<file path="src/hdl/gbn_pkg.sv">
`timescale 1ns / 1ps

package gbn_pkg;

  localparam int PORT_PAYLOAD_W = 64;
  localparam int ACK_W          = 3;
  localparam int SEQ_PORT_W     = 3;
  localparam int CNT_W          = 4;
  localparam int BURST_MAX      = 8;
  localparam int WS_W           = 4;
  localparam int CFG_ADDR_W     = 3;
  localparam int CFG_DATA_W     = 32;

  localparam logic [WS_W-1:0] WS_RESET        = 4'd4;
  localparam logic            REG_WINDOW_SIZE = 1'b0;

  typedef enum logic [1:0] {
    FUNC_SEND    = 2'd0,
    FUNC_ACK     = 2'd1,
    FUNC_TIMEOUT = 2'd2
  } func_t;

  typedef enum logic [2:0] {
    ST_SENT      = 3'd0,
    ST_REFUSED   = 3'd1,
    ST_ACKED     = 3'd2,
    ST_CORRUPT   = 3'd3,
    ST_DUPLICATE = 3'd4,
    ST_UNKNOWN   = 3'd5,
    ST_EMPTY     = 3'd6,
    ST_TIMEOUT   = 3'd7
  } status_t;

  typedef enum logic [1:0] {
    S_IDLE,
    S_EXEC,
    S_BURST
  } ctrl_state_t;

  typedef struct packed {
    func_t                     func;
    logic [PORT_PAYLOAD_W-1:0] payload;
    logic [ACK_W-1:0]          ack_number;
    logic                      ack_checksum_ok;
  } in_item_t;

  typedef struct packed {
    status_t                   status;
    logic                      packet_valid;
    logic [SEQ_PORT_W-1:0]     packet_seq;
    logic [PORT_PAYLOAD_W-1:0] packet_payload;
    logic                      timer_start;
    logic                      timer_stop;
    logic [SEQ_PORT_W-1:0]     timer_seq;
    logic                      window_full;
    logic                      last;
  } out_item_t;

endpackage

</file>
<file path="src/hdl/gbn_in_if.sv">
`timescale 1ns / 1ps

interface gbn_in_if import gbn_pkg::*; ();
  logic     valid;
  logic     ready;
  in_item_t item;

  modport source (output valid, output item, input ready);
  modport sink (input valid, input item, output ready);
endinterface

</file>
<file path="src/hdl/gbn_out_if.sv">
`timescale 1ns / 1ps

interface gbn_out_if import gbn_pkg::*; ();
  logic      valid;
  logic      ready;
  out_item_t item;

  modport source (output valid, output item, input ready);
  modport sink (input valid, input item, output ready);
endinterface

</file>
<file path="src/hdl/gbn_store.sv">
`timescale 1ns / 1ps

module gbn_store #(
  parameter int DEPTH = 8,
  parameter int WIDTH = 64
) (
  input  logic                     clk,
  input  logic                     we,
  input  logic [$clog2(DEPTH)-1:0] waddr,
  input  logic [WIDTH-1:0]         wdata,
  input  logic                     re,
  input  logic [$clog2(DEPTH)-1:0] raddr,
  output logic [WIDTH-1:0]         rdata
);

  logic [WIDTH-1:0] mem [DEPTH];

  always_ff @(posedge clk) begin
    if (we) begin
      mem[waddr] <= wdata;
    end
    if (re) begin
      rdata <= mem[raddr];
    end
  end

endmodule

</file>
<file path="src/hdl/gbn_apb.sv">
`timescale 1ns / 1ps

module gbn_apb import gbn_pkg::*; (
  input  logic                  clk,
  input  logic                  rst,
  input  logic                  psel,
  input  logic                  penable,
  input  logic                  pwrite,
  input  logic [CFG_ADDR_W-1:0] paddr,
  input  logic [CFG_DATA_W-1:0] pwdata,
  output logic [CFG_DATA_W-1:0] prdata,
  output logic                  pready,
  output logic [WS_W-1:0]       window_size
);

  logic wr_en;

  assign pready = 1'b1;
  assign wr_en  = psel && penable && pwrite && (paddr[2] == REG_WINDOW_SIZE);

  always_ff @(posedge clk) begin
    if (rst) begin
      window_size <= WS_RESET;
    end else if (wr_en) begin
      window_size <= pwdata[WS_W-1:0];
    end
  end

  always_comb begin
    prdata = '0;
    unique case (paddr[2])
      REG_WINDOW_SIZE: prdata = CFG_DATA_W'(window_size);
      default:         prdata = '0;
    endcase
  end

endmodule

</file>
<file path="src/hdl/gbn_ctrl.sv">
`timescale 1ns / 1ps

module gbn_ctrl import gbn_pkg::*; #(
  parameter int SEQ_COUNT    = 8,
  parameter int PAYLOAD_BITS = 64
) (
  input  logic                         clk,
  input  logic                         rst,
  gbn_in_if.sink                       in_ch,
  gbn_out_if.source                    out_ch,
  input  logic [WS_W-1:0]              window_size,
  output logic                         mem_we,
  output logic [$clog2(SEQ_COUNT)-1:0] mem_waddr,
  output logic [PAYLOAD_BITS-1:0]      mem_wdata,
  output logic                         mem_re,
  output logic [$clog2(SEQ_COUNT)-1:0] mem_raddr,
  input  logic [PAYLOAD_BITS-1:0]      mem_rdata
);

  localparam int SW   = $clog2(SEQ_COUNT);
  localparam int SUMW = ((SW > CNT_W) ? SW : CNT_W) + 1;
  localparam int CAP  = (SEQ_COUNT < BURST_MAX) ? SEQ_COUNT : BURST_MAX;
  localparam logic [SW:0]      SC_EXT  = (SW + 1)'(SEQ_COUNT);
  localparam logic [SW-1:0]    SC_LAST = SW'(SEQ_COUNT - 1);
  localparam logic [CNT_W-1:0] CAP_C   = CNT_W'(CAP);

  function automatic logic [SW-1:0] mod_add(input logic [SW-1:0] a,
                                            input logic [CNT_W-1:0] b);
    logic [SUMW-1:0] sum;
    sum = SUMW'(a) + SUMW'(b);
    if (sum >= SUMW'(SEQ_COUNT)) begin
      sum = sum - SUMW'(SEQ_COUNT);
    end
    return SW'(sum);
  endfunction

  ctrl_state_t      state, state_next;
  in_item_t         cmd, cmd_next;
  logic [SW-1:0]    base, base_next;
  logic [SW-1:0]    nseq, nseq_next;
  logic [CNT_W-1:0] outst, outst_next;
  status_t          bstat, bstat_next;
  logic [CNT_W-1:0] bcnt, bcnt_next;
  logic [CNT_W-1:0] idx_rd, idx_rd_next;
  logic [CNT_W-1:0] idx_out, idx_out_next;
  logic             dvalid, dvalid_next;
  logic             out_valid, out_valid_next;
  out_item_t        out_item, out_item_next;

  logic             out_free;
  logic             load;
  logic [WS_W-1:0]  w1;
  logic [CNT_W-1:0] weff;
  logic [SW-1:0]    ack_s;
  logic             ack_ok;
  logic [SW:0]      diff;
  logic [SW-1:0]    ack_gap;
  logic [SW-1:0]    dup_num;

  assign out_free     = !out_valid || out_ch.ready;
  assign load         = (state == S_BURST) && dvalid && out_free;
  assign w1           = (window_size == '0) ? WS_W'(1) : window_size;
  assign weff         = (CNT_W'(w1) > CAP_C) ? CAP_C : CNT_W'(w1);
  assign ack_s        = SW'(cmd.ack_number);
  assign ack_ok       = 32'(cmd.ack_number) < SEQ_COUNT;
  assign diff         = {1'b0, ack_s} + SC_EXT - {1'b0, base};
  assign ack_gap      = (diff >= SC_EXT) ? SW'(diff - SC_EXT) : SW'(diff);
  assign dup_num      = (base == '0) ? SC_LAST : base - 1'b1;
  assign in_ch.ready  = (state == S_IDLE);
  assign out_ch.valid = out_valid;
  assign out_ch.item  = out_item;

  always_ff @(posedge clk) begin
    if (rst) begin
      state     <= S_IDLE;
      base      <= '0;
      nseq      <= '0;
      outst     <= '0;
      dvalid    <= 1'b0;
      out_valid <= 1'b0;
    end else begin
      state     <= state_next;
      base      <= base_next;
      nseq      <= nseq_next;
      outst     <= outst_next;
      dvalid    <= dvalid_next;
      out_valid <= out_valid_next;
    end
    cmd      <= cmd_next;
    bstat    <= bstat_next;
    bcnt     <= bcnt_next;
    idx_rd   <= idx_rd_next;
    idx_out  <= idx_out_next;
    out_item <= out_item_next;
  end

  always_comb begin
    state_next     = state;
    cmd_next       = cmd;
    base_next      = base;
    nseq_next      = nseq;
    outst_next     = outst;
    bstat_next     = bstat;
    bcnt_next      = bcnt;
    idx_rd_next    = idx_rd;
    idx_out_next   = idx_out;
    dvalid_next    = dvalid;
    out_valid_next = out_valid && !out_ch.ready;
    out_item_next  = out_item;
    mem_we         = 1'b0;
    mem_waddr      = nseq;
    mem_wdata      = cmd.payload[PAYLOAD_BITS-1:0];
    mem_re         = 1'b0;
    mem_raddr      = mod_add(base, idx_rd);

    unique case (state)
      S_IDLE: begin
        if (in_ch.valid) begin
          cmd_next   = in_ch.item;
          state_next = S_EXEC;
        end
      end

      S_EXEC: begin
        if (out_free) begin
          out_item_next      = '0;
          out_item_next.last = 1'b1;
          state_next         = S_IDLE;
          case (cmd.func)
            FUNC_SEND: begin
              out_valid_next = 1'b1;
              if (outst >= weff) begin
                out_item_next.status = ST_REFUSED;
              end else begin
                mem_we                       = 1'b1;
                out_item_next.status         = ST_SENT;
                out_item_next.packet_valid   = 1'b1;
                out_item_next.packet_seq     = SEQ_PORT_W'(nseq);
                out_item_next.packet_payload = PORT_PAYLOAD_W'(mem_wdata);
                out_item_next.timer_start    = (outst == '0);
                outst_next                   = outst + 1'b1;
                nseq_next                    = mod_add(nseq, CNT_W'(1));
              end
            end
            FUNC_ACK: begin
              if (outst == '0) begin
                out_valid_next       = 1'b1;
                out_item_next.status = ST_EMPTY;
              end else if (ack_ok && (SUMW'(ack_gap) < SUMW'(outst))) begin
                if (cmd.ack_checksum_ok) begin
                  out_valid_next            = 1'b1;
                  out_item_next.status      = ST_ACKED;
                  outst_next                = outst - CNT_W'(ack_gap) - 1'b1;
                  base_next                 = mod_add(ack_s, CNT_W'(1));
                  out_item_next.timer_start = (outst_next != '0);
                  out_item_next.timer_stop  = 1'b1;
                end else begin
                  bstat_next = ST_CORRUPT;
                  state_next = S_BURST;
                end
              end else if (ack_ok && (ack_s == dup_num)) begin
                out_valid_next       = 1'b1;
                out_item_next.status = ST_DUPLICATE;
              end else begin
                bstat_next = ST_UNKNOWN;
                state_next = S_BURST;
              end
            end
            FUNC_TIMEOUT: begin
              if (outst == '0) begin
                out_valid_next           = 1'b1;
                out_item_next.status     = ST_TIMEOUT;
                out_item_next.timer_stop = 1'b1;
              end else begin
                bstat_next = ST_TIMEOUT;
                state_next = S_BURST;
              end
            end
            default: begin
              state_next = S_IDLE;
            end
          endcase
          out_item_next.timer_seq   = SEQ_PORT_W'(base_next);
          out_item_next.window_full = (outst_next >= weff);
          bcnt_next                 = outst;
          idx_rd_next               = '0;
          idx_out_next              = '0;
          dvalid_next               = 1'b0;
        end
      end

      S_BURST: begin
        mem_re = (idx_rd < bcnt) && (!dvalid || load);
        if (mem_re) begin
          idx_rd_next = idx_rd + 1'b1;
        end
        dvalid_next = mem_re || (dvalid && !load);
        if (load) begin
          out_valid_next               = 1'b1;
          out_item_next.status         = bstat;
          out_item_next.packet_valid   = 1'b1;
          out_item_next.packet_seq     = SEQ_PORT_W'(mod_add(base, idx_out));
          out_item_next.packet_payload = PORT_PAYLOAD_W'(mem_rdata);
          out_item_next.timer_start    = (idx_out == '0);
          out_item_next.timer_stop     = (idx_out == '0);
          out_item_next.timer_seq      = SEQ_PORT_W'(base);
          out_item_next.window_full    = (outst >= weff);
          out_item_next.last           = (idx_out == bcnt - 1'b1);
          idx_out_next                 = idx_out + 1'b1;
          if (idx_out == bcnt - 1'b1) begin
            state_next = S_IDLE;
          end
        end
      end

      default: begin
        state_next = S_IDLE;
      end
    endcase
  end

  a_seq_consistent: assert property (@(posedge clk) disable iff (rst)
    mod_add(base, outst) == nseq)
    else $error("Next sequence number disagrees with base and outstanding count.");

  a_outst_cap: assert property (@(posedge clk) disable iff (rst)
    outst <= CAP_C)
    else $error("Outstanding count exceeds the window limit.");

  a_read_lead: assert property (@(posedge clk) disable iff (rst)
    (state == S_BURST) |-> (idx_rd == idx_out + CNT_W'(dvalid)))
    else $error("Resend read pointer out of step with delivered packets.");

  a_last_idle: assert property (@(posedge clk) disable iff (rst)
    (load && (idx_out == bcnt - 1'b1)) |=> (state == S_IDLE))
    else $error("Sequencer did not return to idle after the final packet.");

  a_no_write_burst: assert property (@(posedge clk) disable iff (rst)
    (state == S_BURST) |-> !mem_we)
    else $error("Payload memory written during a resend burst.");

endmodule

</file>
<file path="src/hdl/go_back_n_sender_unit.sv">
`timescale 1ns / 1ps

// Channel   Role        Handshake          Carries
// in_ch     item in     valid / ready      func, payload, ack_number, ack_checksum_ok
// out_ch    result out  valid / ready      status, packet, timer requests, window_full, last
// APB       config      psel / penable     window_size at byte address 0
//
// An item with one result is registered in S_IDLE; S_EXEC then decides it and updates the window
// and the payload memory.
// A resend of n packets is registered, decided, then read from memory one packet ahead of output.
// Reset is synchronous; the payload memory is not cleared.
// A stalled result holds the sequencer; a new item is taken whenever it is idle.

module go_back_n_sender_unit import gbn_pkg::*; #(
  parameter int SEQ_COUNT    = 8,
  parameter int PAYLOAD_BITS = 64
) (
  input  logic                  clk,
  input  logic                  rst,
  gbn_in_if.sink                in_ch,
  gbn_out_if.source             out_ch,
  input  logic                  psel,
  input  logic                  penable,
  input  logic                  pwrite,
  input  logic [CFG_ADDR_W-1:0] paddr,
  input  logic [CFG_DATA_W-1:0] pwdata,
  output logic [CFG_DATA_W-1:0] prdata,
  output logic                  pready
);

  localparam int SW = $clog2(SEQ_COUNT);

  logic [WS_W-1:0]         window_size;
  logic                    mem_we;
  logic [SW-1:0]           mem_waddr;
  logic [PAYLOAD_BITS-1:0] mem_wdata;
  logic                    mem_re;
  logic [SW-1:0]           mem_raddr;
  logic [PAYLOAD_BITS-1:0] mem_rdata;

  gbn_apb u_apb (
    .clk         (clk),
    .rst         (rst),
    .psel        (psel),
    .penable     (penable),
    .pwrite      (pwrite),
    .paddr       (paddr),
    .pwdata      (pwdata),
    .prdata      (prdata),
    .pready      (pready),
    .window_size (window_size)
  );

  gbn_store #(
    .DEPTH (SEQ_COUNT),
    .WIDTH (PAYLOAD_BITS)
  ) u_store (
    .clk   (clk),
    .we    (mem_we),
    .waddr (mem_waddr),
    .wdata (mem_wdata),
    .re    (mem_re),
    .raddr (mem_raddr),
    .rdata (mem_rdata)
  );

  gbn_ctrl #(
    .SEQ_COUNT    (SEQ_COUNT),
    .PAYLOAD_BITS (PAYLOAD_BITS)
  ) u_ctrl (
    .clk         (clk),
    .rst         (rst),
    .in_ch       (in_ch),
    .out_ch      (out_ch),
    .window_size (window_size),
    .mem_we      (mem_we),
    .mem_waddr   (mem_waddr),
    .mem_wdata   (mem_wdata),
    .mem_re      (mem_re),
    .mem_raddr   (mem_raddr),
    .mem_rdata   (mem_rdata)
  );

endmodule
</file>
<file path="src/flat_wrapper.sv">
// flat-port wrapper written by rule: the top's interface ports become plain ports
module go_back_n_sender_unit_flat import gbn_pkg::*;
#(
  parameter int SEQ_COUNT    = 8,
  parameter int PAYLOAD_BITS = 64
)
  (clk, rst, psel, penable, pwrite, paddr, pwdata, prdata, pready, in_ch_valid, in_ch_item, in_ch_ready, out_ch_valid, out_ch_item, out_ch_ready);
  gbn_in_if in_ch_i ();
  gbn_out_if out_ch_i ();
  input  logic clk;
  input  logic rst;
  input  logic psel;
  input  logic penable;
  input  logic pwrite;
  input  logic [CFG_ADDR_W-1:0] paddr;
  input  logic [CFG_DATA_W-1:0] pwdata;
  output logic [CFG_DATA_W-1:0] prdata;
  output logic pready;
  input wire logic [$bits(in_ch_i.valid)-1:0] in_ch_valid;
  input wire logic [$bits(in_ch_i.item)-1:0] in_ch_item;
  output wire logic [$bits(in_ch_i.ready)-1:0] in_ch_ready;
  output wire logic [$bits(out_ch_i.valid)-1:0] out_ch_valid;
  output wire logic [$bits(out_ch_i.item)-1:0] out_ch_item;
  input wire logic [$bits(out_ch_i.ready)-1:0] out_ch_ready;
  assign in_ch_i.valid = in_ch_valid;
  assign in_ch_i.item = in_ch_item;
  assign in_ch_ready = in_ch_i.ready;
  assign out_ch_valid = out_ch_i.valid;
  assign out_ch_item = out_ch_i.item;
  assign out_ch_i.ready = out_ch_ready;
  go_back_n_sender_unit #(.SEQ_COUNT(SEQ_COUNT), .PAYLOAD_BITS(PAYLOAD_BITS)) u_core (.clk(clk), .rst(rst), .in_ch(in_ch_i), .out_ch(out_ch_i), .psel(psel), .penable(penable), .pwrite(pwrite), .paddr(paddr), .pwdata(pwdata), .prdata(prdata), .pready(pready));
endmodule
</file>
<file path="config.mk">
export PLATFORM = sky130hd
export DESIGN_NAME = go_back_n_sender_unit_flat
export DESIGN_NICKNAME = d
export VERILOG_FILES = /design/src/hdl/gbn_pkg.sv /design/src/hdl/gbn_in_if.sv /design/src/hdl/gbn_out_if.sv /design/src/hdl/gbn_store.sv /design/src/hdl/gbn_apb.sv /design/src/hdl/gbn_ctrl.sv /design/src/hdl/go_back_n_sender_unit.sv /design/src/flat_wrapper.sv
export SDC_FILE = /design/constraint.sdc
export NUM_CORES = 1
export LEC_CHECK = 0
export BUFFER_PORTS_ARGS = -buffer_cell sky130_fd_sc_hd__buf_4
export CAP_MARGIN = 20
export CORE_AREA = 2 2 247 249
export DETAILED_ROUTE_END_ITERATION = 16
export DIE_AREA = 0 0 249 251
export PLACE_DENSITY = 0.68
export SETUP_SLACK_MARGIN = 0.05
export SLEW_MARGIN = 20
export SYNTH_ARGS = -nofsm -noshare
export SYNTH_HDL_FRONTEND = slang
export SYNTH_SLANG_ARGS = --single-unit
</file>
<file path="constraint.sdc">
create_clock -name clk -period 11.85 [get_ports clk]
set_input_delay 0.5925 -clock clk [delete_from_list [all_inputs] [get_ports clk]]
set_output_delay 0.5925 -clock clk [all_outputs]
set_load 0.01 [all_outputs]
</file>
; ---- Word-level counts from Yosys, hierarchy flattened
; Memories as Yosys holds them, arrays and structs flattened. A register that Yosys moved wholly into a read port is not among the register bits.
; Index checks and enable logic that the tools add are counted.
[word_totals]
regBits = 181
ramBits = 512
in_bits = 112
out_inout_bits = 113
wordCells = 180
memories = 1
[memory_table]
columns = name, words, word_bits, rd, rd_ports_with_merged_regs, wr, line
row1 = u_core.u_store.mem, 8, 64, 1, 1, 1, gbn_store.sv:16  ; logic [WIDTH-1:0] mem [DEPTH];
[op_classes]
addsub = 18
order_cmp = 10
eq_ne = 15
n_mux = 78
n_bitwise = 2
reduce_logical = 32
[ops]
columns = cell, count
row1 = $mux 78, 2
row2 = $pmux 78 s2, 1
row3 = $mux 69, 1
row4 = $mux 68, 1
row5 = $mux 3, 19
row6 = $mux 4, 12
row7 = $mux 2, 13
row8 = $pmux 4 s2, 3
row9 = $sub 3x1->3 const B, 6
row10 = $mux 1, 17
row11 = $add 4x1->4 const B, 3
row12 = $ge 4x4->1 const B, 3
row13 = $logic_not 4->1, 3
row14 = $add 3x4->5, 2
row15 = $ge 5x4->1 const B, 2
row16 = $ne 2x2->1 const B, 5
row17 = $pmux 3 s3, 1
row18 = $add 3x1->4 const B, 2
row19 = $ge 4x4->1, 2
row20 = $logic_and 1x1->1, 8
row21 = $pmux 1 s2, 4
row22 = $reduce_and 4->1, 2
row23 = $sub 4x1->4 const B, 2
row24 = $sub 4x3->4, 2
row25 = other kinds (24), 39

; ---- Longest topological paths before layout
[logic_depth]
word_depth = 15
depth_mapped = 18
ltp_nobuf = 18

; ---- By module
; From an unflattened synthesis, not the netlist that was laid out.
[hier_totals]
hier_cells = 1473
area_unflattened_um2 = 29861.1
[modules_own_cells]
columns = mod, instances, cells_per_inst, area_each_um2
row1 = gbn_store, 1, 816, 21187.8
row2 = gbn_ctrl, 1, 604, 8226.6
row3 = gbn_apb, 1, 53, 446.7

; ---- Least setup slack after synthesis
; OpenSTA, ideal clock, no wires.
[synth_path]
path_kind = register to register
startpoint = register u_core.u_apb.window_size[1]
endpoint = memory u_core.u_store.mem[2][0], enable pin
t_arrival_ns = 8.364
path_slack_ns = 2.819
path_stages_with_launch = 10
period_less_slack_ns = 9.031
cell_sequence = dfxtp_1 -> nor2_1 -> nor2_1 -> nor2_1 -> ha_1 -> nand2b_4 -> a2111oi_4 -> o21a_2 -> nand2_2 -> nor4b_1
[synth_between]
elab_chain_len = 11
[synth_lines]
columns = element, line
row1 = "start, declared", gbn_apb.sv:13  ; output logic [WS_W-1:0] window_size
row2 = "start signal, assigned", gbn_apb.sv:25  ; window_size <= pwdata[WS_W-1:0];
row3 = $logic_not 4->1, gbn_ctrl.sv:62  ; assign w1 = (window_size == '0) ? WS_W'(1) : window_size;
row4 = $mux 4 (*), gbn_ctrl.sv:62
row5 = $gt 4x4->1, gbn_ctrl.sv:63  ; assign weff = (CNT_W'(w1) > CAP_C) ? CAP_C : CNT_W'(w1);
row6 = $mux 4 (*), gbn_ctrl.sv:63
row7 = $ge 4x4->1 (*), gbn_ctrl.sv:132  ; if (outst >= weff) begin
row8 = $mux 1 (*), gbn_ctrl.sv:132
row9 = $mux 1 (*), gbn_ctrl.sv:129  ; case (cmd.func)
row10 = $mux 1 (*), gbn_ctrl.sv:125  ; if (out_free) begin
row11 = $mux 1 (*), gbn_ctrl.sv:116  ; unique case (state)
row12 = $mux 1 (*), gbn_store.sv:19  ; if (we) begin
row13 = $mux 1 (not written as such) (*), gbn_store.sv:20  ; mem[waddr] <= wdata;
row14 = "end, declared", gbn_store.sv:16
; Mark *: on every way between the ends. The rest lies on a longest branch, timed or not.

==> key figures <==
Run status
  • Status: complete, no violations

Power
  • Net Switching: 1.32 mW
  • PD cells: 179 nW/um2
  • Sw Ratio: 0.214
  • Clock power frac: 0.417
  • Cell internal pwr: 4.86 mW
  • Part of the power in registers: 0.505
  • Leak Pwr: between 10 and 15 nW
  • Worst VDD drop: 0.000116 V
  • Comb pwr share: 0.078

Clock tree
  • Clock-pin slew on the worst setup and hold paths: 0.06 ns
  • Post-CTS Setup Bufs: 0
  • Htree depth: 3
  • Num CTS Buffers: 77
  • CTS Hold Buffers Added: 0
  • Clk buf depth: 3
  • Worst skew pair latency: 0.61 ns
  • Clock sinks: 756
  • Post-CTS sizing: 0
  • Root Driver: clkbuf_16
  • CTS tree: yes

Detailed routing
  • Routed len/inst: 24.5 um
  • Routed vias: 14000
  • # DRC: 0
  • Pre-antenna DRT Iters: 7
  • DR vias/cell: 5.73
  • Post-route ant nets: 0
  • Total wire length: 60100 um
  • Initial DRC count: 1228

Placement
  • Routability Congestion: 0.851
  • Detailed Place HPWL: ~31000 um
  • Port Buffers: 165

Setup path
  • FF-to-FF Start: u_core.u_ctrl.base[0]
  • CP peak stage delay: 0.55 ns
  • Reg2Reg Depth: 17
  • Crit-path cells: ha_1 > inv_1 > fa_1 > xnor2_1 > xor2_1 > ha_1 > o21bai_1 > a21o_1 > and3_1 > a211oi_1 > a221oi_2 > ha_1 > nand2b_1 > a21oi_1 > nor2b_1 > o21ai_0 > a22oi_1
  • RR Endpoint: u_core.u_ctrl.out_ch.item[1]
  • Worst path bufs/invs: 1
  • CP Launch Point: u_core.u_ctrl.base[0]
  • Nature of the critical path endpoint: flop
  • Worst EP arrival: 4.64 ns
  • Critical Path End: u_core.u_ctrl.out_ch.item[1]
  • Crit path max fanout: 8
  • Reg2reg setup slack: 7.55 ns
  • Critical path's most frequent cell: ha_1
  • CP top delay family: adder cells
  • Crit-path slowest cell: dfxtp_1
  • Startpoint type of the worst setup path: flop
  • Critical path type: reg -> reg
  • CP required: 12.19 ns
  • Critical path depth: 17

Floorplanning
  • Core Footprint: 59800 um2
  • Die height: 251 um
  • Row count: 90
  • IO Pins: 225
  • Die area: 62500 um2
  • Die W: 249 um
  • Initial Util: 0.498

STA
  • Final hold viol count: 0
  • Worst-Margin Slew: 1.11 ns
  • Final setup fails: 0
  • Clock Skew: between 0.015 and 0.02 ns
  • Max-slew headroom: 0.262
  • Pins Over Slew Limit: 0
  • Fmax: between 200 and 250 MHz
  • Fin crit share: 0.363
  • Fin crit period: between 4 and 5 ns
  • RSZ-0062 raised after global routing: false
  • TNS Setup: 0 ns
  • Hold Slack: 0.154 ns

Flow run
  • MaxCap Viol Count: 0

Yosys
  • Mapped cell area: 29800 um2
  • Cells after Synth: 1397
  • Distinct cell type count after synthesis: 68
  • Synth top area share: 0.745
  • Top_reg_cell synth: edfxtp_1
  • Number of synthesized flops with an enable pin: 738
  • Seq cells post-synth: 756
  • Ys async rst share: 0
  • Seq/Total Area, Yosys: 0.757
  • YS warnings: 0
  • Cell taking the most area after synthesis: edfxtp_1
  • Largest cells by area after synthesis: edfxtp_1 74%, mux4_1 8.8%, mux2_2 2.5%, mux4_2 2.1%, a22o_1 1.9%
  • Synth Area per Inst: approximately 21 um2

GRT
  • First-pass GRT wire length: 89200 um
  • Antenna violations before repair: 0
  • GRT Total Usage: 0.192
  • Total gr overflow: 0
  • Vias in the first global route: around 14000
  • Largest net degree at the start of global routing: between 60 and 70

Layout
  • P&R area growth vs syn: 16.0%
  • Fillcell total: between 4000 and 5000
  • N_diodes: 0
  • Fraction of layout cells with a size suffix above 1: 0.261
  • Register area: ~23000 um2
  • Multi-input gate area: 6720 um2
  • Nets: 1757

Worst hold path
  • HP Class: in -> reg
[kinds of logic after synthesis]
logic type      share of synthesized area
fa+ha+maj                          0.0183
compound gates                     0.0369
simple gates                       0.0203
xor+xnor                          0.00707
other cells                      0.000252
buf+inv                            0.0242
mux                                 0.136
flops                               0.757
[cell usage after synthesis (all sizes together) (10+ instances only)]
library cell	instances
nand2	29
nor2	32
xnor2	14
mux4	128
mux2	65
edfxtp	738
ha	37
xor2	10
clkbuf	31
buf	60
a21oi	20
inv	28
dfxtp	18
a22o	65
o21ai	19
[metal layers]
| metal | up-vias | track usage | share of wire |
|---|---|---|---|
| met2 | 393 | 0.313 | 0.48 |
| met4 | 0 | 0.0532 | 0.017 |
| met3 | 73 | 0.0280 | 0.047 |
| met5 | - | 0 | 0 |
| li1 | 6171 | - | - |
| met1 | 7380 | 0.275 | 0.45 |
[worst min path at each step]
stage | depth (start not counted) | end | slack, ns | start
after floorplan | 0 | u_core.u_ctrl.bcnt[3] | 0.43 | u_core.u_ctrl.outst[3]
after global placement | 2 | u_core.u_ctrl.base[1] | 0.50 | u_core.u_ctrl.base[1]
after detailed placement | 1 | u_core.u_ctrl.out_ch.item[76] | 0.52 | u_core.u_ctrl.bstat[1]
after CTS | 1 | u_core.u_ctrl.mem_wdata[39] | 0.12 | in_ch_item[43]
after global routing | 1 | u_core.u_ctrl.mem_wdata[33] | 0.13 | in_ch_item[37]
final | 1 | u_core.u_ctrl.mem_wdata[39] | 0.15 | in_ch_item[43]
[area by class of cell]
cell class	instances	area share
clock buffers	92	0.0602
clock inverters	49	0.0189
inverters	28	0.00305
multi-input cells	549	0.195
flip-flops and latches	756	0.653
well taps	782	0.0284
repair buffers	192	0.0418
[worst register-to-register path, cell delays in order, from the launching register on]
cell and delay (ns):
dfxtp_1 0.55, ha_1 0.22, inv_1 0.05, fa_1 0.43
xnor2_1 0.17, xor2_1 0.24, ha_1 0.31, o21bai_1 0.19
a21o_1 0.24, and3_1 0.36, a211oi_1 0.11, a221oi_2 0.29
ha_1 0.30, nand2b_1 0.15, a21oi_1 0.14, nor2b_1 0.05
o21ai_0 0.14, a22oi_1 0.09
[state kept, by name, summed over array words and instances (netlist names), 4 cells and up]
name and flops:
u_core.u_apb.window_size 4, u_core.u_ctrl.bcnt 4, u_core.u_ctrl.idx_out 4, u_core.u_ctrl.idx_rd 4, u_core.u_ctrl.mem_wdata 64, u_core.u_ctrl.out_ch.item 78
u_core.u_ctrl.outst 4, u_core.u_store.mem 512, u_core.u_store.rdata 64
[metrics by stage]
step / total power [mW] / util / cell area (um2) / instances / worst slack (ns)
6_report: 6.18 / 0.577 / 34500 / 2448 / 7.55
3_3_place_gp: 3.65 / 0.531 / 31800 / 2307 / 7.61
3_5_place_dp: 3.66 / 0.531 / 31800 / 2307 / 7.61
5_1_grt: 6.39 / 0.577 / 34500 / 2448 / 7.23
2_1_floorplan: 3.49 / - / 29900 / 1424 / 2.82
4_1_cts: 6.24 / 0.577 / 34500 / 2448 / 7.58
[cell usage in the layout (no fill, tap or decap), types with 11 or more instances in the layout]
cell type,instances
edfxtp_1,738
buf_4,192
mux4_1,100
clkbuf_16,81
a22o_1,65
mux2_2,65
ha_1,35
nor2_1,30
conb_1,29
inv_1,28
nand2_1,28
mux4_2,28
a21oi_1,19
dfxtp_1,18
bufinv_16,15
o21ai_0,14
xnor2_1,13
clkinv_2,13
clkinv_1,11
[power groups by stage]
stage	Sequential [mW]	Clock, mW	Combinational (mW)
2_1_floorplan	3.17	0	0.319
3_3_place_gp	3.17	0	0.478
3_5_place_dp	3.18	0	0.486
4_1_cts	3.12	2.64	0.488
5_1_grt	3.13	2.74	0.520
6_report	3.12	2.58	0.480
Note: power is estimated with default switching activity, not from simulation.
